$ cat src/sv/c2d_pkg.sv
// Shared widths, register codes and pipeline tag type of the 3x3 convolution block.
package c2d_pkg;

  localparam int KSIZE        = 3;
  localparam int PIX_W        = 16;
  localparam int COEF_W       = 16;
  localparam int PROD_W       = 32;
  localparam int ROWSUM_W     = 34;
  localparam int ACC_W        = 36;
  localparam int WIDTH_REG_W  = 11;
  localparam int HEIGHT_REG_W = 16;
  localparam int COEF_ROW_W   = 48;
  localparam int ROW_W        = 17;
  localparam int CFG_ADDR_W   = 3;
  localparam int CFG_DATA_W   = 48;
  localparam int OUT_TDATA_W  = 40;

  localparam logic OP_DRAIN = 1'b1;

  typedef enum logic [CFG_ADDR_W-1:0] {
    REG_WIDTH     = 3'd0,
    REG_HEIGHT    = 3'd1,
    REG_COEF_TOP  = 3'd2,
    REG_COEF_MID  = 3'd3,
    REG_COEF_BOT  = 3'd4
  } cfg_reg_e;

  typedef struct packed {
    logic valid;
    logic last;
  } c2d_tag_t;

endpackage

$ cat src/sv/c2d_skid.sv
// Two-entry output stage; its ready is a register so the pipeline never sees m_axis_tready.
module c2d_skid (
  input  logic                             clk_i,
  input  logic                             rst_ni,
  input  c2d_pkg::c2d_tag_t                tag_i,
  input  logic [c2d_pkg::ACC_W-1:0]        data_i,
  output logic                             ready_o,
  output logic                             valid_o,
  input  logic                             ready_i,
  output logic [c2d_pkg::ACC_W-1:0]        data_o,
  output logic                             last_o
);
  import c2d_pkg::*;

  logic             out_v_q, spare_v_q;
  logic [ACC_W-1:0] out_d_q, spare_d_q;
  logic             out_l_q, spare_l_q;
  logic             push, pop;

  assign ready_o = !spare_v_q;
  assign push    = tag_i.valid && !spare_v_q;
  assign pop     = out_v_q && ready_i;

  always_ff @(posedge clk_i or negedge rst_ni) begin
    if (!rst_ni) begin
      out_v_q   <= 1'b0;
      spare_v_q <= 1'b0;
    end else if (spare_v_q) begin
      if (pop) begin
        spare_v_q <= 1'b0;
      end
    end else if (push) begin
      if (!out_v_q || pop) begin
        out_v_q <= 1'b1;
      end else begin
        spare_v_q <= 1'b1;
      end
    end else if (pop) begin
      out_v_q <= 1'b0;
    end
  end

  always_ff @(posedge clk_i) begin
    if (spare_v_q) begin
      if (pop) begin
        out_d_q <= spare_d_q;
        out_l_q <= spare_l_q;
      end
    end else if (push) begin
      if (!out_v_q || pop) begin
        out_d_q <= data_i;
        out_l_q <= tag_i.last;
      end else begin
        spare_d_q <= data_i;
        spare_l_q <= tag_i.last;
      end
    end
  end

  assign valid_o = out_v_q;
  assign data_o  = out_d_q;
  assign last_o  = out_l_q;

  a_spare_behind_out : assert property (@(posedge clk_i) disable iff (!rst_ni)
    spare_v_q |-> out_v_q)
    else $error("spare entry held while output register empty");

  a_spare_kept : assert property (@(posedge clk_i) disable iff (!rst_ni)
    spare_v_q && !ready_i |=> spare_v_q && out_v_q)
    else $error("buffered beat dropped while output stalled");

endmodule

$ cat config.mk
export PLATFORM = sky130hd
export DESIGN_NAME = c2d_skid
export DESIGN_NICKNAME = d
export VERILOG_FILES = /design/src/sv/c2d_pkg.sv /design/src/sv/c2d_skid.sv
export SDC_FILE = /design/constraint.sdc
export NUM_CORES = 1
export LEC_CHECK = 0
export BUFFER_PORTS_ARGS = -buffer_cell sky130_fd_sc_hd__buf_2
export CAP_MARGIN = 20
export CORE_MARGIN = 10
export CORE_UTILIZATION = 56
export DETAILED_ROUTE_END_ITERATION = 8
export GPL_TIMING_DRIVEN = 1
export PLACE_DENSITY_LB_ADDON = 0.08
export SYNTH_ARGS = -nofsm -noshare
export SYNTH_HDL_FRONTEND = slang
export SYNTH_SLANG_ARGS = --single-unit
export TNS_END_PERCENT = 30
$ cat constraint.sdc
create_clock -name clk_i -period 6.5 [get_ports clk_i]
set_clock_uncertainty 0.2 [all_clocks]
set_input_delay 0.975 -clock clk_i [delete_from_list [all_inputs] [get_ports clk_i]]
set_output_delay 0.975 -clock clk_i [all_outputs]
set_load 0.01 [all_outputs]
---- Word level (Yosys, flattened, before mapping) ----
Cells that the tools add are included.
word-level totals
  output and inout bits ................... 39
  bits in registers ....................... 76
  word-level logic and storage cells ...... 36
cells by class
  equal/unequal tests ..................... 2
  reduce and logical (&&, ||, !) cells .... 11
  mux-type cells .......................... 15
  bitwise operators ....................... 2
operators with widths
  cell                number
  $mux 36             4
  $mux 1              11
  $reduce_and 3->1    3
  $reduce_bool 2->1   3
  $ne 2x1->1 const B  2
  $logic_and 1x1->1   2
  $logic_not 1->1     2
  $not 1->1           2
  $logic_or 1x1->1    1

---- Depth between registers and ports, before layout ----
  word-level depth ........................ 5
  mapped depth ............................ 4
  depth with buffers taken out ............ 2

---- Worst setup path before layout ----
Ideal clock, no wire load.
  path kind ............................... input to register
  start ................................... in ready_i
  end ..................................... reg spare_d_q[0] (enable)
  library setup time ...................... 478 ps
  stages .................................. 1
  data arrival time ....................... 3596 ps
  buffers on the path ..................... 0
  required time ........................... 5822 ps
  slack ................................... 2226 ps
  cell sequence ........................... nor3_1
between the ends
  longest elaborated chain between the ends .. 4
RTL lines
  item                               RTL line        text
  start, declared                    c2d_skid.sv:9   input logic ready_i,
  $logic_and 1x1->1                  c2d_skid.sv:22  assign pop = out_v_q && ready_i;
  $logic_or 1x1->1                   c2d_skid.sv:50  if (!out_v_q || pop) begin
  $not 1->1 (no source line)         -
  $reduce_and 3->1 (no source line)  -
  end signal, assigned               c2d_skid.sv:54  spare_d_q <= data_i;
  end, declared                      c2d_skid.sv:16  logic [ACC_W-1:0] out_d_q, spare_d_q;
Every way passes these cells.
A chain may end at the register's enable or synchronous reset.

---- Worst setup path after layout ----
  start ................................... reg spare_v_q
  end ..................................... out ready_o
between the ends
  longest elaborated chain between the ends .. 1
RTL lines
  item                    RTL line        text
  start, declared         c2d_skid.sv:15  logic out_v_q, spare_v_q;
  start signal, assigned  c2d_skid.sv:27  spare_v_q <= 1'b0;
  start signal, assigned  c2d_skid.sv:30  spare_v_q <= 1'b0;
  start signal, assigned  c2d_skid.sv:36  spare_v_q <= 1'b1;
  $logic_not 1->1         c2d_skid.sv:20  assign ready_o = !spare_v_q;
  end, declared           c2d_skid.sv:7   output logic ready_o,
Every way passes these cells.

==> impl_metrics.yaml <==
run_status:
  status: "completed"
critical_path:
  critical_path.max_stage_delay_ns: 0.71
  regToRegSetupSlack_ns: 3.80
  crit_chain: "buf_4 -> inv_1 -> buf_2"
  critPathCaptureType: "primary output"
  r2r_cells: 4
  path_buf_inv: 3
  timing.rr.end: "data_o[8]$_DFFE_PP_"
  timing.rr.start: "spare_v_q$_DFF_PN0_"
  crit_type: "flip-flop to primary output"
  crit_path_start_kind: "flip-flop"
  crit_family: "flip-flops"
  worstPathMaxFanout: 25
  required_ns: 5.32
  crit_slowest_cell: "dfrtp_2"
  cp.arrival_ns: 1.75
place:
  numPortBuffers: 79
  dp_hpwl_um: 3780
  routabilityCongestion: 0.718
  place_inst: 274
sta:
  worst_slew_pin_slew_ns: 0.657
  rsz0062_at_grt: "no"
  fin_crit_sh: 0.451
  setup_tns_ns: 0
  setup_violations: 0
  period_minus_slack_ns: 2.93
  fmax_ghz: 0.341
  maxSlewViolCount: 0
  slew_headroom: 0.560
  final-hold-violation-count: 0
cells_and_area:
  fin_nets: 257
  syn_to_final_growth_pct: 22.5
  fillCellCount: 366
  instances_no_fill: 290
  multi_input_area_um2: 623
  final_core_util: 0.712
  diodes: 0
  drive_gt1_frac: 0.618
  register_area_mm2: 0.00227
routing:
  wl_um: 5240
  drcViolationCount: 0
  via_per_inst: 4.99
  first_pass_iters: 4
  drt_iter0_drc: 70
  ant_nets: 0
  vias: 1447
  wl_per_cell_um: 18.1
die:
  fp.dieW_um: 92.8
  io-pin-count: 80
  core_mm2: 0.00511
  die_h_um: 92.8
  rows: 26
  dieArea_mm2: 0.00861
  initial_utilization: 0.581
global_route:
  track_usage: 0.124
  grt_max_degree: 38
  grt_pass1_vias: 1623
  antenna_found_initial: 0
  grt_overflow: 0
  grt_pass1_wl_um: 8210
synthesis:
  ys_seq_area_frac: 0.766
  yosys_warnings: 0
  syn_area_per_cell_um2: 23.2
  yosys_register_bits: 76
  synth_cells: 128
  synth.cell_area_mm2: 0.00297
  synth_cell_types: 14
  syn_nets: 169
power_and_ir_drop:
  peakVddDrop_mv: 0.318
  power.density_mw_per_mm2: 442
  power_mw: 1.61
  leakagePower_nw: 1.47
hold_path:
  min_path_type: "primary input to asynchronous set/reset pin"
clocking:
  cts.clk_slew.worst_paths_ns: 0.07
  clk_path_buf_depth: 2
  cts.sinks: 76
  tritoncts: "done"
  ctsHoldBuffers: 0
  cts_made_buffers: 9
  ctsResizeCount: 0
  clockRootBuffer: "clkbuf_8"
  clock_latency_ns: 0.33
  htreeDepth: 3
  cts_setup_buffers: 0
flow_run:
  maxCapViolations: 0
logic make-up after synthesis:
group	count (synthesis)	share of synthesized area
AO/OA/AOI/OAI	4	0.00801
AND/OR/NAND/NOR	4	0.00717
flip-flops	76	0.766
buffers and inverters	7	0.0316
multiplexers	37	0.187
worst reg2reg max path, cell delays in order (launching register included):
cell       delay [ns]
dfrtp_2          0.71
buf_4            0.49
nand2_1          0.18
a2bb2oi_4        0.58
buf_16           0.24
cell type report:
| cell class | instances | share of cell area |
|---|---|---|
| Timing Repair Buffer | 82 | 0.120 |
| Clock buffer | 10 | 0.0351 |
| Tap cell | 70 | 0.0241 |
| Multi-Input combinational cell | 45 | 0.171 |
| Sequential cell | 76 | 0.625 |
| Clock inverter | 5 | 0.0213 |
| Inverter | 2 | 0.00207 |
through the flow:
| step | instance area, um^2 | hold WS (ns) | worst slack (ns) |
|---|---|---|---|
| after floorplan | 2970 | 0.327 | 2.23 |
| after global placement | 3400 | 0.305 | 3.66 |
| after detailed placement | 3400 | 0.335 | 3.54 |
| after CTS | 3610 | 0.202 | 3.53 |
| after global routing | 3630 | 0.197 | 3.43 |
| final | 3630 | 0.222 | 3.57 |
how the worst max path moves through the flow:
stage	start	slack [ns]	cells past startpoint	to
floorplan	ready_i	2.23	1	spare_d_q[0]$_DFFE_PP_
global placement	spare_v_q$_DFF_PN0_	3.66	3	data_o[12]$_DFFE_PP_
detailed placement	spare_v_q$_DFF_PN0_	3.54	3	data_o[21]$_DFFE_PP_
CTS	spare_v_q$_DFF_PN0_	3.53	3	ready_o
global route	spare_v_q$_DFF_PN0_	3.43	3	ready_o
finish	spare_v_q$_DFF_PN0_	3.57	3	ready_o
where the power goes:
group,internal (mW),switching [mW],leakage (nW)
registers,0.712,0.0604,0.712
logic,0.239,0.224,0.658
clock network,0.213,0.157,0.102
Yosys cell counts, drive strengths merged:
cell	n	share of area
nand2b	1	0.0021
inv	2	0.0025
buf	5	0.029
a21oi	2	0.0034
edfxtp	74	0.75
nor3	1	0.0017
o21ai	1	0.0017
nor2b	1	0.0021
dfrtp	2	0.017
a2bb2oi	1	0.0030
nand2	1	0.0013
mux2	37	0.19
per-layer routing:
layer,part of all wire,track usage,vias to the layer above
met4,0.0082,0.0463,0
met5,0,0,-
li1,-,-,675
met2,0.49,0.199,63
met1,0.43,0.140,701
met3,0.078,0.0581,8
sequential cells by signal (all words and copies together), names as in the netlist:
register,cells
valid_o,1
spare_l_q,1
spare_d_q,36
data_o,36
spare_v_q,1
last_o,1
layout by cell type (no fill, tap or decap), types with 2 or more instances in the layout:
cell type  netlist  routed
bufinv_16        0       2
clkinv_2         0       2
buf_4            0       2
clkbuf_8         0       9
buf_2            0      79
mux2_4          37      37
inv_1            2       2
edfxtp_1        74      74
a21oi_1          2       2
Note: power is estimated with default switching activity, not from simulation.
