--- src/sv/c2d_pkg.sv ---
// Shared widths, register codes and pipeline tag type of the 3x3 convolution block.
package c2d_pkg;

  localparam int KSIZE        = 3;
  localparam int PIX_W        = 16;
  localparam int COEF_W       = 16;
  localparam int PROD_W       = 32;
  localparam int ROWSUM_W     = 34;
  localparam int ACC_W        = 36;
  localparam int WIDTH_REG_W  = 11;
  localparam int HEIGHT_REG_W = 16;
  localparam int COEF_ROW_W   = 48;
  localparam int ROW_W        = 17;
  localparam int CFG_ADDR_W   = 3;
  localparam int CFG_DATA_W   = 48;
  localparam int OUT_TDATA_W  = 40;

  localparam logic OP_DRAIN = 1'b1;

  typedef enum logic [CFG_ADDR_W-1:0] {
    REG_WIDTH     = 3'd0,
    REG_HEIGHT    = 3'd1,
    REG_COEF_TOP  = 3'd2,
    REG_COEF_MID  = 3'd3,
    REG_COEF_BOT  = 3'd4
  } cfg_reg_e;

  typedef struct packed {
    logic valid;
    logic last;
  } c2d_tag_t;

endpackage

--- src/sv/c2d_cell.sv ---
// One window cell: holds a pixel, passes it to its left neighbour and weights it.
module c2d_cell (
  input  logic                               clk_i,
  input  logic                               shift_en_i,
  input  logic signed [c2d_pkg::PIX_W-1:0]   pix_i,
  output logic signed [c2d_pkg::PIX_W-1:0]   pix_o,
  input  logic                               prod_en_i,
  input  logic                               mask_i,
  input  logic signed [c2d_pkg::COEF_W-1:0]  coef_i,
  output logic signed [c2d_pkg::PROD_W-1:0]  prod_o
);
  import c2d_pkg::*;

  logic signed [PIX_W-1:0]  pix_q;
  logic signed [PROD_W-1:0] prod_q;
  logic signed [PROD_W-1:0] mul;

  assign mul = coef_i * pix_q;

  always_ff @(posedge clk_i) begin
    if (shift_en_i) begin
      pix_q <= pix_i;
    end
    if (prod_en_i) begin
      prod_q <= mask_i ? mul : '0;
    end
  end

  assign pix_o  = pix_q;
  assign prod_o = prod_q;

endmodule

--- config.mk ---
export PLATFORM = sky130hd
export DESIGN_NAME = c2d_cell
export DESIGN_NICKNAME = d
export VERILOG_FILES = /design/src/sv/c2d_pkg.sv /design/src/sv/c2d_cell.sv
export SDC_FILE = /design/constraint.sdc
export NUM_CORES = 1
export LEC_CHECK = 0
export BUFFER_PORTS_ARGS = -buffer_cell sky130_fd_sc_hd__buf_2
export CAP_MARGIN = 0
export CORE_AREA = 2 2 143 145
export CTS_BUF_LIST = sky130_fd_sc_hd__clkbuf_2 sky130_fd_sc_hd__clkbuf_4 sky130_fd_sc_hd__clkbuf_8
export DETAILED_ROUTE_END_ITERATION = 6
export DIE_AREA = 0 0 145 147
export PLACE_DENSITY_LB_ADDON = 0.15
export SYNTH_ARGS = -nofsm -noshare
export SYNTH_HDL_FRONTEND = slang
export SYNTH_SLANG_ARGS = --single-unit
--- constraint.sdc ---
create_clock -name clk_i -period 8.8 [get_ports clk_i]
set_input_delay 2.64 -clock clk_i [delete_from_list [all_inputs] [get_ports clk_i]]
set_output_delay 2.64 -clock clk_i [all_outputs]
set_load 0.03 [all_outputs]
[After elaboration in Yosys (flattened, before gate mapping)]
Index checks and enable logic that the tools add are counted.
Operators by class
  multiply operators: 1
Operators with widths (number)
  16-bit by 16-bit multiplier with 32-bit output: 1
Storage, ports and cells
  register bits: 48
  word-level logic and storage cells: 3
  output and inout port bits: 48
  input port bits: 36

[Depth between registers and ports, before layout]
Gate-level depths: netlist of run 1.
  depth after elaboration: 1
  depth in mapped cells: 22
  depth with buffers taken out: 20

[Least setup slack after synthesis of run 1]
No wires, ideal clock.
  path kind: input-to-reg
  start: in coef_i[15] (netlist bit)
  end: reg prod_q[28] (netlist: prod_o[28]) (data pin)
  stages on the path: 19
  arrival time: 7.904 ns
  buffers on the path: 1
  data required time: 8.545 ns
  setup time: 0.255 ns
  setup slack: 0.642 ns
  cells stage by stage: clkbuf_1 -> nand2_1 -> inv_1 -> fa_1 -> fa_1 -> fa_1 -> fa_1 -> fa_1 -> inv_1 -> fa_1 -> inv_1 -> ha_1 -> a21o_1 -> a211oi_1 -> o2bb2ai_1 -> a31oi_1 -> o31ai_2 -> xnor2_1 -> and2_1
On the way
  word-level cells in the longest chain between the ends: 1
Ends and longest elaborated chain
  start: declaration: RTL line c2d_cell.sv:9  | input logic signed [c2d_pkg::COEF_W-1:0] coef_i,
  16-bit by 16-bit multiplier with 32-bit output: RTL line c2d_cell.sv:18  | assign mul = coef_i * pix_q;
  end signal: assignment: RTL line c2d_cell.sv:25  | prod_q <= mask_i ? mul : '0;
  end: declaration: RTL line c2d_cell.sv:15  | logic signed [PROD_W-1:0] prod_q;
No other way between the ends.
A chain may end at the register's enable or synchronous reset.

[Worst setup path in the final report of run 1]
Ends and elaborated chain as after synthesis.

==> summary.log, run 1 <==
[grt] antenna violations before repair 2
[cells_and_area] leading cell type in the layout, fill and taps excluded inv_1
[die] Initial Util 58.1%
[timing] final critical-path share of the clock period 93.2%
[clock_tree] cts hold-fix bufs 0
[grt] via count of the first global-routing pass 8632
[synth] sequential cell area fraction in the yosys report 12.5%
[clock_tree] CTS tree built
[synth] cell accounting for the most synthesized area fa_1
[grt] met3 track demand over resource in global routing 3.32%
[cells_and_area] share of layout cells above drive strength 1 8.58%
[timing] headroom to the max-slew limit 37.4%
[clock_tree] CTS H-Tree Depth 2
[timing] Tightest Pin Transition 0.939 ns
[timing] Fmax 0.122 GHz
[synth] post-synthesis compound-gate area fraction 5.45%
[synth] post-synth net total 1546
[setup_path] nature of the critical path endpoint register
[die] total number of placement rows 52
[drt] DRC violations left 0
[setup_path] CP max stage cell fa_1
[timing] final setup vio count 0
[clock_tree] TritonCTS buffer count 5
[synth] count of flip-flops with a built-in enable after synthesis 48
[drt] residual antenna-violating net count after detailed routing 0
[cells_and_area] layout overhead on the synthesized area 6.36%
[timing] RSZ-0062 raised after global routing no
[setup_path] crit path cell chain buf_2 -> nand2_1 -> inv_1 -> fa_1 -> fa_1 -> fa_1 -> fa_1 -> fa_1 -> inv_1 -> fa_1 -> inv_1 -> ha_1 -> a21o_1 -> a211oi_1 -> o2bb2ai_1 -> a31oi_1 -> o31ai_2 -> xnor2_1 -> and2_1
[synth] adder-cell share of the synthesized area 54.4%
[min_path] worst hold path class reg2reg
[cells_and_area] number of inserted diodes 0
[timing] Setup TNS Final 0 ns
[setup_path] CP Launch Type primary input
[placed_design] number of buffers added on ports 83
[cells_and_area] final layout net count 1603
[placed_design] placer's final routability congestion estimate 0.835
[clock_tree] clock latency at the later pin of the worst-skew pair 0.32 ns
[cells_and_area] filler cell count 1701
[die] area enclosed by the die boundary 21300 µm²
[cells_and_area] Register Area 1440 µm²
[die] area of the core region 19800 µm²
[setup_path] crit-path max FO 16
[clock_tree] CTS Root Buffer Type clkbuf_8
[synth] summed instance area of the synthesized netlist 11500 µm²
[setup_path] critical path data arrival time 8.30 ns
[cells_and_area] area taken by multi-input logic gates 8870 µm²
[synth] flip-flop and latch count after synthesis 48
[synth] async set-or-reset flop fraction in the synthesized netlist 0%
[synth] largest family of logic cells by synthesized area adder cells
[clock_tree] CTS-repair resized insts 0
[clock_tree] Post-CTS Setup Repair Bufs 0
[synth] Post-Synth XOR/XNOR Area 2.13%
[synth] fraction of post-synthesis cell area in the top cell type by area 45.5%
[synth] most area-consuming cells after synthesis fa_1, edfxtp_1, inv_1, ha_1, and2_1
[die] number of ports placed on the die boundary 84
[clock_tree] Sinks on Clock Net 48
[drt] Detailed Routing Iterations Pass 1 7
[clock_tree] clock slew seen by the registers of the worst setup and hold paths 0.11 ns
[drt] routed wirelength normalized by instance count 17.5 µm
[placed_design] estimated wirelength of the detail-placed design 21.7 mm
[timing] skew final 0.0200 ns
[grt] pin count of the biggest net entering global routing 38
[grt] global routing met1 resource utilization 32.1%
[flow_run] max-cap violations 0
[grt] wire length of the first global-routing pass 43.2 mm
[synth] multiplexer fraction of the synthesized cell area 0.434%
[synth] synthesized-area fraction occupied by and/or/nand/nor cells 14.5%
[synth] count of unique library cells instantiated by Yosys 47
[setup_path] delay of the slowest critical-path stage 0.83 ns
[drt] Vias 7961
[synth] ys flop type edfxtp_1
[drt] drt via density 5.33
[synth] count of mapped cells out of synthesis 1166
[grt] global routing met2 resource utilization 46.9%
[synth] Synth warnings 0
[synth] average size of a mapped cell 9.89 µm²
[grt] layer with the highest usage met2
[setup_path] Top cell by count, worst path fa_1
[drt] number of DRC markers in iteration 0 387
[timing] count of final max-slew check failures 0
[timing] clock period minus worst slack 8.21 ns
[die] Horiz. Die Dim 145 µm
[timing] total count of hold-check failures in the final report 0
[clock_tree] maximum clock path buffer count 2
[cells_and_area] top library cells by usage in the layout, fill and taps aside inv_1, fa_1, and2_1
[grt] gr ovfl total 0
[die] vertical die dimension 147 µm
[setup_path] type of the setup path with the least slack in2reg
[run_status] status completed
[setup_path] data required time at the worst endpoint 8.89 ns
[grt] total routing usage reported by global routing 25.9%
[drt] DRT Wirelength 26.1 mm
[flip-flops by register name, summed over array words and instances (netlist names)]
signal  flops
pix_o      16
prod_o     32
[worst paths after layout]
| kind | from | end | slack, ns | cells past startpoint |
|---|---|---|---|---|
| worst min-delay path | pix_o[0]$_DFFE_PP_ | prod_o[0]$_SDFFCE_PN0P_ | 1.04 | 1 |
| worst max-delay path | coef_i[15] | prod_o[28]$_SDFFCE_PN0P_ | 0.59 | 19 |
| worst max register to register | pix_o[2]$_DFFE_PP_ | prod_o[28]$_SDFFCE_PN0P_ | 2.30 | 18 |
| worst min register to register | pix_o[0]$_DFFE_PP_ | prod_o[0]$_SDFFCE_PN0P_ | 1.04 | 1 |
[metrics by stage]
stage	cells	setup WS, ns	util, %	area, µm²	hold WS (ns)
floorplan	1166	0.642	-	11500	0.866
global placement	1486	0.407	61.4	12200	1.05
detailed placement	1486	0.262	61.4	12200	1.04
CTS	1494	0.621	61.8	12300	1.05
global route	1494	0.322	61.8	12300	1.09
finish	1494	0.595	61.8	12300	1.04
[Yosys cell counts (2+ instances only)]
| cell | instances |
|---|---|
| inv_1 | 287 |
| a211o_1 | 4 |
| and2_1 | 142 |
| a21oi_1 | 22 |
| o21a_1 | 3 |
| nor3b_1 | 2 |
| edfxtp_1 | 48 |
| a21o_1 | 7 |
| nand2_1 | 132 |
| xnor2_1 | 20 |
| o31ai_1 | 2 |
| mux2i_1 | 5 |
| fa_1 | 262 |
| o21bai_1 | 5 |
| a211oi_1 | 7 |
| nor2_1 | 24 |
| and3b_1 | 3 |
| clkbuf_1 | 36 |
| o21ai_1 | 4 |
| a31oi_1 | 2 |
| nand4_1 | 3 |
| nor3_1 | 4 |
| ha_1 | 82 |
| nand2b_1 | 11 |
| xor2_1 | 8 |
| nand3_1 | 6 |
| o21ai_0 | 15 |
[cell type report]
type	instances	share of cell area (%)
Clock buffer	5	0.561
Clock inverter	3	0.143
Inverter	287	8.79
Multi-Input combinational cell	793	72.3
Sequential cell	48	11.8
Tap cell	270	2.76
Timing Repair Buffer	88	3.69
[cell families (layout without fill, tap and decap cells)]
family,count (synthesis),in the layout
adder cells (fa/ha/maj),344,344
AND/OR/NAND/NOR,330,330
multiplexers,5,5
XOR/XNOR,28,28
flip-flops,48,48
AO/OA/AOI/OAI,86,86
buffers and inverters,325,383
[worst max-delay path, delay by kind of cell]
| kind | cells | cell delay (ns) |
|---|---|---|
| buf+inv | 4 | 0.50 |
| compound gates | 5 | 1.05 |
| xor+xnor | 1 | 0.08 |
| fa+ha+maj | 7 | 3.71 |
| simple gates | 2 | 0.30 |
[metal layers]
metal | routed length [µm] | vias to the layer above
met5 | 17 | -
met3 | 1180 | 53
met4 | 988 | 2
met2 | 13900 | 198
li1 | - | 3576
met1 | 10000 | 4132
Power of run 1 is left out: the tool's default activity adds up to more than one toggle a clock period on the data nets, which glitch-free logic cannot reach.
==> run 2: changes to the inputs <==
--- a/config.mk
+++ b/config.mk
@@ -11,7 +11,8 @@
 export CTS_BUF_LIST = sky130_fd_sc_hd__clkbuf_2 sky130_fd_sc_hd__clkbuf_4 sky130_fd_sc_hd__clkbuf_8
 export DETAILED_ROUTE_END_ITERATION = 6
 export DIE_AREA = 0 0 145 147
-export PLACE_DENSITY_LB_ADDON = 0.15
+export GPL_TIMING_DRIVEN = 0
+export PLACE_DENSITY = 0.83
 export SYNTH_ARGS = -nofsm -noshare
 export SYNTH_HDL_FRONTEND = slang
 export SYNTH_SLANG_ARGS = --single-unit
==> constraint.sdc (replaced) <==
create_clock -name clk_i -period 8.7 [get_ports clk_i]
set_input_delay 2.61 -clock clk_i [delete_from_list [all_inputs] [get_ports clk_i]]
set_output_delay 2.61 -clock clk_i [all_outputs]
set_load 0.03 [all_outputs]
==> run 2 against run 1 <==
Effect of this change:
- first-iteration DRC count up 58%
- final cell count increased by 1.5%
- die area unchanged
- hold slack lost 0.18 ns
- register-to-register slack got worse by 0.43 ns
- design area is 0.76% higher
- via count rose by 4.9%
- sequential share of layout area decreased by 0.089 points
- sequential cell count stayed put
- count of clock-buffer cells in the layout did not move
- largest cell class unchanged
==> summary.log, run 2 (synthesis gave the netlist of run 1 again) <==
[cells_and_area] area of all placed cells without fillers 12400 µm² [+0.76%]
[setup_path] critical path data arrival time 8.57 ns [+0.27 ns]
[die] Initial Util 58.1% [unchanged]
[cells_and_area] final layout net count 1624 [+1.3%]
[setup_path] crit path cell chain buf_2 -> clkbuf_1 -> nand2_1 -> fa_1 -> inv_1 -> fa_1 -> fa_1 -> fa_1 -> fa_1 -> inv_1 -> fa_1 -> inv_1 -> ha_1 -> nand3_1 -> nor2_1 -> nand3_1 -> a21oi_1 -> o21ai_0 -> a21oi_1 -> mux2i_1
[cells_and_area] top library cells by usage in the layout, fill and taps aside inv_1, fa_1, and2_1
[die] Horiz. Die Dim 145 µm [unchanged]
[clock_tree] CTS tree built
[drt] number of DRC markers in iteration 0 612 [+58%]
[setup_path] CP Launch Type primary input
[cells_and_area] flip-flop count of the largest register, all copies and words added 32 [unchanged]
[cells_and_area] utilization after layout 62.3% [+0.47 points]
[timing] headroom to the max-slew limit 50.0% [+13 points]
[die] total number of placement rows 52 [unchanged]
[run_status] status completed
[grt] total routing usage reported by global routing 28.7% [+2.8 points]
[drt] Detailed Routing Iterations Pass 1 6 [-1]
[drt] DRC violations left 0 [unchanged]
[setup_path] cell family with the largest share of critical-path delay adder cells
[clock_tree] Post-CTS Setup Repair Bufs 0 [unchanged]
[die] number of ports placed on the die boundary 84 [unchanged]
[setup_path] nature of the critical path endpoint register
[setup_path] type of the setup path with the least slack in2reg
[grt] gr ovfl total 0 [unchanged]
[placed_design] estimated wirelength of the detail-placed design 24.5 mm [+12%]
[drt] Vias 8353 [+4.9%]
[setup_path] CP max stage cell fa_1
[setup_path] delay of the slowest critical-path stage 0.57 ns [-0.26 ns]
[clock_tree] CTS Root Buffer Type clkbuf_8
[placed_design] placer's final routability congestion estimate 0.920 [+10%]
[clock_tree] CTS H-Tree Depth 2 [unchanged]
[clock_tree] clock latency at the later pin of the worst-skew pair 0.35 ns [+0.03 ns]
[timing] clock period minus worst slack 8.37 ns
[cells_and_area] leading cell type in the layout, fill and taps excluded inv_1
[drt] DRT Wirelength 28.4 mm [+8.6%]
[setup_path] data required time at the worst endpoint 8.90 ns [about the same]
[timing] Setup TNS Final 0 ns [unchanged]
[cells_and_area] Register Area 1440 µm² [unchanged]
[grt] antenna violations before repair 1 [-1]
[clock_tree] TritonCTS buffer count 5 [unchanged]
[placed_design] number of buffers added on ports 82 [-1.2%]
[timing] skew final 0.0195 ns [-0.000559 ns]
[timing] count of final max-slew check failures 0 [unchanged]
[timing] final critical-path share of the clock period 96.2%
[cells_and_area] layout overhead on the synthesized area 7.17%
[timing] Fmax 0.119 GHz
[min_path] worst hold path class reg2reg
[die] vertical die dimension 147 µm [unchanged]
[cells_and_area] filler cell count 1585 [-6.8%]
[clock_tree] maximum clock path buffer count 2 [unchanged]
[clock_tree] Sinks on Clock Net 48 [unchanged]
[cells_and_area] share of layout cells above drive strength 1 8.27% [-0.31 points]
[timing] final setup vio count 0 [unchanged]
[timing] Final Hold Slack 0.869 ns [-0.175 ns]
[timing] total count of hold-check failures in the final report 0 [unchanged]
[die] area of the core region 19800 µm² [unchanged]
[die] area enclosed by the die boundary 21300 µm² [unchanged]
[drt] drt via density 5.51 [+3.4%]
[setup_path] Bufs and invs on worst path 5 [+1]
[setup_path] crit-path max FO 10 [-6]
[placed_design] placed cell area 12300 µm² [+0.83%]
[timing] Tightest Pin Transition 0.749 ns [-0.190 ns]
[grt] wire length of the first global-routing pass 46.9 mm [+8.4%]
[timing] RSZ-0062 raised after global routing no
[drt] routed wirelength normalized by instance count 18.7 µm [+7.1%]
[setup_path] Top cell by count, worst path fa_1
[flow_run] max-cap violations 0 [unchanged]
[clock_tree] clock slew seen by the registers of the worst setup and hold paths 0.11 ns [about the same]
[grt] via count of the first global-routing pass 9196 [+6.5%]
[drt] residual antenna-violating net count after detailed routing 0 [unchanged]
[grt] pin count of the biggest net entering global routing 33 [-13%]
[cells_and_area] area taken by multi-input logic gates 8870 µm² [about the same]
==> run 2: per-layer routing <==
metal / up-vias / GRT usage [%] / wire length (µm)
li1: 3624 / - / -
met2: 377 / 48.8 / 14700
met5: - / 0 / 0
met4: 0 / 15.4 / 1620
met3: 109 / 5.59 / 2180
met1: 4243 / 35.0 / 9940
==> run 2: worst paths after layout <==
| check | from | endpoint | slack, ns | cells after the start |
|---|---|---|---|---|
| setup / recovery | coef_i[4] | prod_o[30]$_SDFFCE_PN0P_ | 0.33 | 20 |
| hold / removal | pix_o[0]$_DFFE_PP_ | prod_o[0]$_SDFFCE_PN0P_ | 0.87 | 1 |
| setup reg to reg | pix_o[7]$_DFFE_PP_ | prod_o[23]$_SDFFCE_PN0P_ | 1.87 | 20 |
| hold reg to reg | pix_o[0]$_DFFE_PP_ | prod_o[0]$_SDFFCE_PN0P_ | 0.87 | 1 |
==> run 2: timing repair <==
item	4_1_cts	5_1_grt
hold buffers	0	0
endpoints found under the setup margin	0	12
gates resized for setup	0	2
==> run 2: worst register-to-register path, cell delays in order (launching register included) <==
cell and delay, ns:
edfxtp_1 0.75, clkbuf_1 0.45, nand2_1 0.15, fa_1 0.55, inv_1 0.05, fa_1 0.51, inv_1 0.06, fa_1 0.53
inv_1 0.05, fa_1 0.51, fa_1 0.52, inv_1 0.05, fa_1 0.47, inv_1 0.04, ha_1 0.40, nand3_1 0.37
nor3b_1 0.28, a211o_1 0.36, a31oi_4 0.14, o21ai_1 0.20, mux2i_1 0.23
==> run 2: area by class of cell <==
cell class | count | share of cell area, %
repair buffers | 82 | 3.32
clock buffers | 5 | 0.557
multi-input cells | 793 | 71.8
plain buffers | 27 | 0.830
diodes | 1 | 0.0203
flip-flops and latches | 48 | 11.7
inverters | 287 | 8.72
well taps | 270 | 2.73
clock inverters | 3 | 0.344
==> run 2: metrics by stage <==
stage,setup WS [ns],instances
5_1_grt,0.0733,1516
2_1_floorplan,0.572,1166
6_report,0.326,1516
3_5_place_dp,-0.270,1518
3_3_place_gp,-0.255,1518
4_1_cts,0.0692,1526
Power of run 2 is left out for the same reason.
