File: config.mk
export PLATFORM = sky130hd
export DESIGN_NAME = c2d_sum
export DESIGN_NICKNAME = d
export VERILOG_FILES = /design/src/sv/c2d_pkg.sv /design/src/sv/c2d_sum.sv
export SDC_FILE = /design/constraint.sdc
export NUM_CORES = 1
export LEC_CHECK = 0
export BUFFER_PORTS_ARGS = -buffer_cell sky130_fd_sc_hd__buf_2
export CORE_UTILIZATION = 40
export CTS_BUF_LIST = sky130_fd_sc_hd__clkbuf_16
export DETAILED_ROUTE_END_ITERATION = 10
export HOLD_SLACK_MARGIN = 0.08
export SETUP_SLACK_MARGIN = 0.5
export SYNTH_ARGS = -nofsm -noshare
export SYNTH_HDL_FRONTEND = slang
export SYNTH_SLANG_ARGS = --single-unit
export TNS_END_PERCENT = 30
File: constraint.sdc
create_clock -name clk_i -period 4.3 [get_ports clk_i]
set_input_delay 0.43 -clock clk_i [delete_from_list [all_inputs] [get_ports clk_i]]
set_output_delay 0.43 -clock clk_i [all_outputs]
set_load 0.05 [all_outputs]
File: src/sv/c2d_pkg.sv
// Shared widths, register codes and pipeline tag type of the 3x3 convolution block.
package c2d_pkg;

  localparam int KSIZE        = 3;
  localparam int PIX_W        = 16;
  localparam int COEF_W       = 16;
  localparam int PROD_W       = 32;
  localparam int ROWSUM_W     = 34;
  localparam int ACC_W        = 36;
  localparam int WIDTH_REG_W  = 11;
  localparam int HEIGHT_REG_W = 16;
  localparam int COEF_ROW_W   = 48;
  localparam int ROW_W        = 17;
  localparam int CFG_ADDR_W   = 3;
  localparam int CFG_DATA_W   = 48;
  localparam int OUT_TDATA_W  = 40;

  localparam logic OP_DRAIN = 1'b1;

  typedef enum logic [CFG_ADDR_W-1:0] {
    REG_WIDTH     = 3'd0,
    REG_HEIGHT    = 3'd1,
    REG_COEF_TOP  = 3'd2,
    REG_COEF_MID  = 3'd3,
    REG_COEF_BOT  = 3'd4
  } cfg_reg_e;

  typedef struct packed {
    logic valid;
    logic last;
  } c2d_tag_t;

endpackage

File: src/sv/c2d_sum.sv
// Two-level registered adder tree over the nine weighted window cells.
module c2d_sum (
  input  logic                              clk_i,
  input  logic                              rst_ni,
  input  logic                              en_i,
  input  logic signed [c2d_pkg::PROD_W-1:0] prod_i [c2d_pkg::KSIZE][c2d_pkg::KSIZE],
  input  c2d_pkg::c2d_tag_t                 tag_i,
  output logic signed [c2d_pkg::ACC_W-1:0]  sum_o,
  output c2d_pkg::c2d_tag_t                 tag_o
);
  import c2d_pkg::*;

  logic signed [ROWSUM_W-1:0] row_sum_q [KSIZE];
  logic signed [ACC_W-1:0]    total_q;
  c2d_tag_t                   tag_row_q;
  c2d_tag_t                   tag_total_q;

  always_ff @(posedge clk_i) begin
    if (en_i) begin
      for (int i = 0; i < KSIZE; i++) begin
        row_sum_q[i] <= ROWSUM_W'(prod_i[i][0]) + ROWSUM_W'(prod_i[i][1])
                      + ROWSUM_W'(prod_i[i][2]);
      end
      total_q <= ACC_W'(row_sum_q[0]) + ACC_W'(row_sum_q[1]) + ACC_W'(row_sum_q[2]);
    end
  end

  always_ff @(posedge clk_i or negedge rst_ni) begin
    if (!rst_ni) begin
      tag_row_q   <= '0;
      tag_total_q <= '0;
    end else if (en_i) begin
      tag_row_q   <= tag_i;
      tag_total_q <= tag_row_q;
    end
  end

  assign sum_o = total_q;
  assign tag_o = tag_total_q;

endmodule

# After elaboration in Yosys (flattened, before gate mapping)
# Memory sizes are Yosys's and may differ from the RTL's.
# Cells that the tools add are included.
[totals]
reg_bits = 40
wordCells = 16
out_inout_bits = 38
rom_bits = 0
ramBits = 102
mem_count = 1
latchBits = 0
[classes]
n_reduce_logical = 0
n_eq_ne = 0
n_mul = 0
muxes = 2
div_mod_pow = 0
add_sub_neg = 8
n_lt_le_gt_ge = 0
n_shift = 0
n_bitwise = 0
[mem_list]
columns = ["memory", "words", "word_bits", "read_ports", "rd_clocked_by_memory_dff", "wr", "line", "rtl"]
rows = [
  ["row_sum_q", 3, 34, 3, 0, 3, "c2d_sum.sv:13", "logic signed [ROWSUM_W-1:0] row_sum_q [KSIZE];"],
]
[ops]
columns = ["operator", "count"]
rows = [
  ["adder 33 x 32 -> 34 bit", 3],
  ["adder 32 x 32 -> 33 bit", 3],
  ["adder 35 x 34 -> 36 bit", 1],
  ["adder 34 x 34 -> 35 bit", 1],
  ["two-way mux 1 bit", 2],
]

# Logic depth before layout (Yosys ltp)
# Gate-level depths: netlist of run 1.
[logic_depth]
ltp_word = 2
ltp_mapped = 15

# Least setup slack after synthesis of run 1
# OpenSTA, ideal clock, no wires.
[synth_timing]
path_kind = "input-to-reg"
from = "input port prod_i[193] (netlist bit)"
to = "memory row_sum_q[0][29], data pin"
path_slack_ns = 0.825
arrival_time_ns = 3.215
cell_stages = 12
path_cell_list = "fa_1 -> ha_1 -> fa_1 -> a21o_1 -> a31oi_1 -> o21ai_1 -> a221oi_4 -> o31ai_2 -> a31o_1 -> a31o_4 -> a31oi_4 -> xnor2_1"
[synth_lines]
columns = ["element", "line", "rtl"]
rows = [
  ["start, declared", "c2d_sum.sv:6", "input logic signed [c2d_pkg::PROD_W-1:0] prod_i [c2d_pkg::KSIZE][c2d_pkg::KSIZE],"],
  ["end, declared", "c2d_sum.sv:13", ""],
]

==> impl_metrics.py, run 1 <==
metrics = {
    "clock_tree": {
        "clock_latency_ns": 0.43,
        "htreeDepth": 4,
        "clockBufferDepth": 2,
        "cts_made_buffers": 17,
        "cts_tree": "built",
        "clock-sinks": 142,
        "clk_pin_slew_ns": 0.06,
        "cts_setup_buffers": 0,
        "clock-root-buffer": "clkbuf_16",
    },
    "hold_path": {
        "hold_path.class": "input port to register",
    },
    "synth": {
        "syn-num-nets": 1729,
        "synth-seq-cells": 142,
        "netlist.top_cell.by_area": "edfxtp_1",
        "ys_warn_count": 0,
        "synth_top_flop_cell": "edfxtp_1",
        "synthesis.instances": 1172,
        "netlist_area_mm2": 0.0134,
        "synthArstFlopShare": 0.0282,
        "synth_top_area_share": 0.310,
        "ys_types": 67,
        "ys_seq_area_frac": 0.318,
        "synth_edf_count": 138,
        "synthTopCellsByArea": "edfxtp_1 31%, fa_1 20%, ha_1 12%, a21o_1 5.4%, xnor2_1 4.9%",
        "avgSynthCellArea_um2": 11.4,
    },
    "worst_setup_path": {
        "cp_data_arrival_time_ns": 3.79,
        "crit_path_max_incr_delay_ns": 0.63,
        "rr_startpoint": "row_sum_q[0][10]",
        "r2r-end": "sum_o[28]",
        "crit_path_end": "sum_o[28]",
        "crit_start": "row_sum_q[0][10]",
        "required_ns": 4.47,
        "crit_top_cell": "a21oi_1",
        "crit_path_end_kind": "register",
        "worst-path-buf-inv": 0,
        "r2r_cells": 11,
        "cp_slowest_cell": "a221oi_1",
        "worst-path-stages": 11,
        "crit_path_max_fanout": 6,
        "r2r_slack_ns": 0.68,
        "cp_cell_sequence": "fa_1, ha_1, a21oi_1, o211a_1, o211ai_1, nor2_1, a21oi_1, a221oi_1, nor2b_1, a41o_1, xor2_1",
        "critPathTopFamily": "compound AO/OA/AOI/OAI gates",
        "critPathLaunchType": "register",
        "crit_type": "register to register",
    },
    "cells_and_area": {
        "syn2layout_area_growth_pct": 20.7,
        "mostFrequentLayoutCell": "buf_2",
        "final_cell_mix": "329 x buf_2, 138 x edfxtp_1, 134 x fa_1",
        "nets": 2061,
        "drive_gt1_frac": 0.251,
        "antennaDiodeCount": 0,
        "nFillCells": 3136,
    },
    "floorplan": {
        "die_area_mm2": 0.0341,
        "die_h_um": 185,
        "pin_count": 331,
        "fp.coreArea_mm2": 0.0327,
        "die_w_um": 185,
        "placementRows": 66,
        "start_util": 0.409,
    },
    "grt": {
        "antenna_found_initial": 0,
        "top_usage_layer": "met2",
        "track_usage": 0.202,
        "use_met1": 0.289,
        "grt_pass1_vias": 10200,
        "grtUsageMet2": 0.314,
        "grt_overflow": 0,
        "grt_use_met3": 0.0279,
        "grt_max_degree": 90,
        "grt_pass1_wl_um": 52700,
    },
    "pwr": {
        "leakage_uw": 0.00727,
        "p_int_uw": 6200,
        "power_frac_clock": 0.132,
        "sw_frac_of_total": 0.452,
        "peakVddDrop_mv": 0.373,
        "power.density_mw_per_mm2": 701,
        "pwr-share-comb": 0.630,
        "seq_power_share": 0.238,
        "power_uw": 11300,
        "switching_power_uw": 5110,
    },
    "routing": {
        "post-route-drc-count": 0,
        "drt-vias-per-instance": 5.23,
        "wl_per_cell_um": 17.1,
        "num_vias": 10200,
        "first_pass_iters": 5,
        "ant_nets": 0,
        "drt_iter0_markers": 636,
        "postRouteWirelength_um": 33600,
    },
    "place": {
        "place_ws_ns": 0.263,
        "place.gp.congestion": 0.912,
        "io_buffers": 330,
        "post-dp-hpwl_um": 28700,
    },
    "timing": {
        "relSlewSlack": 0.417,
        "finalHoldViolCount": 0,
        "period_needed_ns": 3.62,
        "tns_ns": 0,
        "drv_slew": 0,
        "worst_pin_slew_ns": 0.874,
        "fin_skew_ns": 0.00694,
        "fmax_mhz": 276,
        "period_share": 0.842,
        "rsz0062_at_grt": "no",
        "finalWorstSetupSlack_ns": 0.678,
        "finalSetupViolations": 0,
    },
    "job": {
        "drv_cap": 0,
    },
    "outcome": {
        "outcome": "finished, final reports clean",
    },
}
==> Yosys cell counts (all sizes together), types with 2 or more instances <==
cell / n
a2111oi: 3
a211o: 3
a211oi: 13
a21boi: 2
a21o: 96
a21oi: 106
a221oi: 3
a31o: 3
a31oi: 16
a41o: 2
and2: 2
and3: 10
and4: 3
clkbuf: 22
dfrtp: 4
edfxtp: 138
fa: 134
ha: 130
inv: 40
mux2: 4
nand2: 54
nand2b: 14
nand3: 27
nand4: 19
nor2: 56
nor2b: 10
nor3: 8
nor3b: 2
nor4: 5
o2111a: 2
o2111ai: 2
o211a: 2
o211ai: 6
o21a: 12
o21ai: 56
o21bai: 19
o31a: 3
o31ai: 7
o32ai: 2
o41ai: 2
or2: 2
xnor2: 74
xor2: 40
==> metrics by stage <==
stage / area, um2 / std cells / utilization / hold WS [ns]
floorplan: 13400 / 1172 / - / 0.134
global placement: 15500 / 1926 / 0.475 / 0.234
detailed placement: 15500 / 1926 / 0.475 / 0.235
finish: 16100 / 1958 / 0.493 / 0.239
CTS: 16100 / 1958 / 0.493 / 0.219
global route: 16100 / 1958 / 0.493 / 0.225
==> layout make-up <==
cell class / instances / area (um2) / area share
clock inverters: 14 / 170 / 0.0105
clock buffers: 17 / 425 / 0.0264
flip-flops and latches: 142 / 4240 / 0.263
multi-input cells: 968 / 8890 / 0.551
well taps: 442 / 553 / 0.0343
inverters: 40 / 150 / 0.00931
repair buffers: 335 / 1700 / 0.105
==> metal layers <==
layer	up-vias	share of wire
met3	34	0.044
li1	5023	-
met5	-	0
met4	0	0.020
met2	283	0.45
met1	4905	0.49
==> logic make-up after synthesis <==
logic type,count (synthesis),share of synthesized area
AO/OA/AOI/OAI,368,0.184
XOR/XNOR,114,0.0747
adder cells (fa/ha/maj),264,0.323
buffers and inverters,62,0.0174
flip-flops,142,0.318
multiplexers,4,0.00337
AND/OR/NAND/NOR,218,0.0801
==> worst min path at each step <==
stage              from           end  slack [ns]  depth (start not counted)
2_1_floorplan    rst_ni      tag_o[0]        0.13                          0
3_3_place_gp     rst_ni      tag_o[1]        0.23                          1
3_5_place_dp     rst_ni      tag_o[0]        0.23                          1
4_1_cts        tag_i[0]  tag_row_q[0]        0.22                          2
5_1_grt        tag_i[1]  tag_row_q[1]        0.22                          2
6_report       tag_i[0]  tag_row_q[0]        0.24                          2
==> flip-flops by register name (all words and copies together) (netlist names) <==
register / flops
tag_o: 2
sum_o: 36
row_sum_q: 102
tag_row_q: 2
==> repair_timing <==
item / 4_1_cts / 5_1_grt
hold buffers: 1 / 0
hold endpoints to repair: 4 / 0
gates resized for setup: 0 / 2
setup endpoints to repair: 0 / 2
==> power groups by stage <==
| stage | logic (uW) | registers [uW] | clock network (uW) |
|---|---|---|---|
| floorplan | 4660 | 3270 | 0 |
| global placement | 7010 | 2720 | 0 |
| detailed placement | 7050 | 2720 | 0 |
| CTS | 7100 | 2690 | 1530 |
| global route | 7850 | 2740 | 1580 |
| finish | 7130 | 2690 | 1490 |
Note: power is estimated with default switching activity, not from simulation.
==> inputs of run 2 (changes only) <==
Clock period 4.3 ns to 3.4 ns, I/O delays scaled along.
==> run 2 against run 1 <==
Routed wire length grew 6.1%. Sequential cell count is the same. Sequential share of layout area fell by 2.1 points. Critical path depth is the same. Register-to-register slack lost 0.53 ns. Via count is 4.5% higher. Clock skew rose by 0.0031 ns. Clock power is 28% higher. Critical endpoint is now sum_o[33]. Largest cell class unchanged. Largest power group unchanged. Highest routed layer unchanged.
==> impl_metrics.py, run 2 (synthesis gave the netlist of run 1 again) <==
metrics = {
    "grt": {
        "grt_overflow": 0,
        "top_usage_layer": "met2",
        "grtUsageMet2": 0.341,
        "antenna_found_initial": 0,
        "grt_pass1_wl_um": 55900,
        "grt_pass1_vias": 10900,
        "grt_max_degree": 66,
        "grt_use_met3": 0.0259,
        "track_usage": 0.213,
        "use_met1": 0.307,
    },
    "timing": {
        "finalHoldViolCount": 0,
        "period_needed_ns": 3.25,
        "period_share": 0.955,
        "fmax_mhz": 308,
        "whs_ns": 0.153,
        "drv_slew": 0,
        "worst_pin_slew_ns": 0.633,
        "fin_skew_ns": 0.0100,
        "tns_ns": 0,
        "finalWorstSetupSlack_ns": 0.152,
        "relSlewSlack": 0.578,
        "rsz0062_at_grt": "yes",
        "finalSetupViolations": 0,
    },
    "cells_and_area": {
        "final_core_util": 0.536,
        "antennaDiodeCount": 0,
        "mostFrequentLayoutCell": "buf_2",
        "drive_gt1_frac": 0.352,
        "stdcell_count": 2051,
        "nets": 2153,
        "syn2layout_area_growth_pct": 31.3,
        "final_cell_mix": "326 x buf_2, 138 x edfxtp_1, 127 x fa_1",
        "top_register": "row_sum_q",
        "largest_register_ffs": 102,
    },
    "floorplan": {
        "die_h_um": 185,
        "die_area_mm2": 0.0341,
        "fp.coreArea_mm2": 0.0327,
        "pin_count": 331,
        "die_w_um": 185,
        "start_util": 0.409,
        "placementRows": 66,
    },
    "worst_setup_path": {
        "required_ns": 3.57,
        "critPathLaunchType": "register",
        "crit_type": "register to register",
        "crit_path_end_kind": "register",
        "crit_path_max_fanout": 4,
        "cp_data_arrival_time_ns": 3.42,
    },
    "routing": {
        "postRouteWirelength_um": 35600,
        "drt-vias-per-instance": 5.22,
        "first_pass_iters": 5,
        "drt_iter0_markers": 869,
        "post-route-drc-count": 0,
        "ant_nets": 0,
        "wl_per_cell_um": 17.4,
        "num_vias": 10700,
    },
    "clock_tree": {
        "clockBufferDepth": 2,
        "clock-root-buffer": "clkbuf_16",
        "htreeDepth": 4,
        "clk_pin_slew_ns": 0.06,
        "cts_made_buffers": 17,
        "cts_tree": "built",
        "clock_latency_ns": 0.43,
        "clock-sinks": 142,
    },
    "place": {
        "place_ws_ns": -0.182,
        "post-dp-hpwl_um": 30000,
        "io_buffers": 330,
        "dp_cells": 1999,
        "place.gp.congestion": 0.886,
    },
    "pwr": {
        "leakage_uw": 0.00781,
        "peakVddDrop_mv": 0.520,
        "power.density_mw_per_mm2": 934,
    },
    "job": {
        "drv_cap": 0,
    },
    "hold_path": {
        "hold_path.class": "input port to register",
    },
    "outcome": {
        "outcome": "finished, final reports clean",
    },
}
[run 2: timing repair]
item | in CTS | in global routing
pin swaps | 34 | 90
gates resized for setup | 39 | 84
hold buffers | 1 | 0
setup endpoints to repair | 45 | 56
setup buffers | 9 | 10
endpoints found under the hold margin | 4 | 0
[run 2: report_power, final]
part           switching (uW)  internal, uW
sequential                324          3070
combinational            6210          4860
clock                     797          1110
[run 2: layout make-up]
type,instances,area (um2)
Clock buffer,17,425
Timing Repair Buffer,427,2440
Inverter,40,150
Multi-Input combinational cell,968,9550
Clock inverter,15,175
Sequential cell,142,4240
Tap cell,442,553
Fill cell,2919,15200
[run 2: critical path, stage by stage, from the launching register on]
cell and delay [ns]:
edfxtp_1 0.44, fa_1 0.60, ha_4 0.21, o211ai_1 0.26
a21oi_4 0.06, o21ba_4 0.20, o31a_1 0.32, a41o_1 0.28
nor3_4 0.18, nor4_2 0.06, a2111oi_2 0.25, xnor2_1 0.12
[run 2: path summary, 6_finish.rpt]
check / from / end / slack (ns) / cells past startpoint
max: row_sum_q[0][4] / sum_o[33] / 0.15 / 11
min: tag_i[1] / tag_row_q[1] / 0.15 / 2
max reg2reg: row_sum_q[0][4] / sum_o[33] / 0.15 / 11
min reg2reg: tag_o[0] / tag_o[0] / 0.50 / 1
max in group asynchronous: rst_ni / tag_row_q[1] / 3.04 / 2
min in group asynchronous: rst_ni / tag_o[0] / 0.24 / 2
[run 2: routing by layer]
layer | vias up | part of all wire
met5 | - | 0
met4 | 0 | 0.010
met3 | 24 | 0.041
met2 | 296 | 0.46
met1 | 5179 | 0.49
li1 | 5202 | -
[run 2: metrics by stage]
stage                     instance area (um2)  total power (uW)
final                                   17500             16400
after global routing                    17500             17600
after CTS                               17000             15700
after detailed placement                16100             13000
after global placement                  16100             13000
after floorplan                         13400             10100
==> inputs of run 3 (changes only) <==
Settings changed: CORE_ASPECT_RATIO from default to 0.6.
==> run 3 against run 2 <==
Total power is 1.8% lower. Global-route usage increased by 0.86 points. Non-clock buffer count down 14. Worst setup slack worse by 0.056 ns. Maximum frequency shrank 1.7%. Clock skew fell by 0.0045 ns. Utilization fell by 0.73 points. Routed wire length grew 7.5%. Critical path type unchanged. First-iteration DRC count is 14% lower. Critical endpoint unchanged.
==> impl_metrics.py, run 3 (synthesis gave the netlist of run 1 again) <==
metrics = {
    "routing": {
        "first_pass_iters": 5,
        "wl_per_cell_um": 18.7,
        "drt_iter0_markers": 743,
        "post-route-drc-count": 0,
        "drt-vias-per-instance": 5.23,
        "ant_nets": 0,
        "postRouteWirelength_um": 38300,
        "num_vias": 10700,
    },
    "worst_setup_path": {
        "cp_slowest_cell": "fa_1",
        "cp_data_arrival_time_ns": 3.48,
        "cp_cell_sequence": "fa_1, ha_1, a21o_1, o21ba_1, o31a_1, a41o_1, nor3_4, nor4_2, a2111oi_2, xnor2_1",
        "crit_path_max_fanout": 4,
        "required_ns": 3.57,
        "critPathLaunchType": "register",
        "r2r_slack_ns": 0.1,
        "worst-path-buf-inv": 0,
        "critPathTopFamily": "compound AO/OA/AOI/OAI gates",
        "crit_path_end_kind": "register",
        "crit_path_max_incr_delay_ns": 0.51,
        "crit_type": "register to register",
    },
    "pwr": {
        "leakage_uw": 0.00772,
        "power_uw": 16100,
        "peakVddDrop_mv": 0.484,
        "power.density_mw_per_mm2": 930,
    },
    "clock_tree": {
        "cts_tree": "built",
        "clock_latency_ns": 0.43,
        "htreeDepth": 4,
        "clk_pin_slew_ns": 0.06,
        "clock-root-buffer": "clkbuf_16",
        "clock-sinks": 142,
        "cts_made_buffers": 17,
        "clockBufferDepth": 2,
    },
    "grt": {
        "track_usage": 0.222,
        "antenna_found_initial": 0,
        "grt_max_degree": 79,
        "grt_pass1_wl_um": 57000,
        "grt_overflow": 0,
        "grt_pass1_vias": 10300,
    },
    "place": {
        "post-dp-hpwl_um": 32300,
        "io_buffers": 330,
        "place.gp.congestion": 0.898,
    },
    "timing": {
        "rsz0062_at_grt": "yes",
        "relSlewSlack": 0.472,
        "worst_pin_slew_ns": 0.792,
        "fmax_mhz": 303,
        "fin_skew_ns": 0.00553,
        "period_needed_ns": 3.30,
        "finalHoldViolCount": 0,
        "period_share": 0.972,
        "drv_slew": 0,
        "finalSetupViolations": 0,
        "tns_ns": 0,
    },
    "floorplan": {
        "die_area_mm2": 0.0342,
        "pin_count": 331,
        "fp.coreArea_mm2": 0.0327,
        "die_w_um": 238,
        "die_h_um": 144,
        "placementRows": 51,
        "start_util": 0.409,
    },
    "cells_and_area": {
        "drive_gt1_frac": 0.338,
        "top_register": "row_sum_q",
        "antennaDiodeCount": 0,
        "largest_register_ffs": 102,
        "final_cell_mix": "327 x buf_2, 138 x edfxtp_1, 129 x fa_1",
        "nets": 2139,
        "mostFrequentLayoutCell": "buf_2",
        "syn2layout_area_growth_pct": 29.3,
    },
    "outcome": {
        "outcome": "finished, final reports clean",
    },
    "job": {
        "drv_cap": 0,
    },
    "hold_path": {
        "hold_path.class": "input port to register",
    },
}
run 3: worst paths after layout:
kind                            startpoint           end  depth (start not counted)
max in group asynchronous           rst_ni  tag_row_q[1]                          2
max                        row_sum_q[0][6]     sum_o[33]                         10
max reg2reg                row_sum_q[0][6]     sum_o[33]                         10
min in group asynchronous           rst_ni  tag_row_q[0]                          2
min reg2reg                   tag_row_q[1]  tag_row_q[1]                          1
min                               tag_i[1]  tag_row_q[1]                          2
run 3: where the power goes:
group          internal, uW  leakage, uW  switching (uW)
combinational          4710      0.00603            6030
clock                  1060     0.000287             726
sequential             3080      0.00140             461
total                  8860      0.00772            7220
run 3: stage by stage:
stage	cell area [um2]	utilization	instances	setup WS, ns	hold WS [ns]
after floorplan	13400	-	1172	0.198	0.0444
after global placement	16000	0.491	1995	-0.0748	0.146
after detailed placement	16000	0.491	1995	-0.141	0.149
after CTS	16800	0.514	2040	0.112	0.124
after global routing	17300	0.529	2045	-0.0302	0.128
final	17300	0.529	2045	0.0960	0.141
run 3: timing repair:
item,4_1_cts,5_1_grt
hold buffers,1,0
gates resized for setup,20,80
buffers inserted,12,5
hold endpoints to repair,4,0
pin swaps,18,74
endpoints found under the setup margin,36,56
run 3: routing by layer:
layer	global-route usage	vias to the layer above	part of all wire
li1	-	5171	-
met1	0.361	5180	0.53
met2	0.301	310	0.40
met3	0.0375	25	0.056
met4	0.0414	0	0.010
met5	0	-	0
run 3: layout make-up:
class | count | area (um2)
clock inverters | 15 | 133
fillers | 2928 | 15400
well taps | 450 | 563
inverters | 40 | 150
repair buffers | 413 | 2310
multi-input cells | 968 | 9460
flip-flops and latches | 142 | 4240
clock buffers | 17 | 425
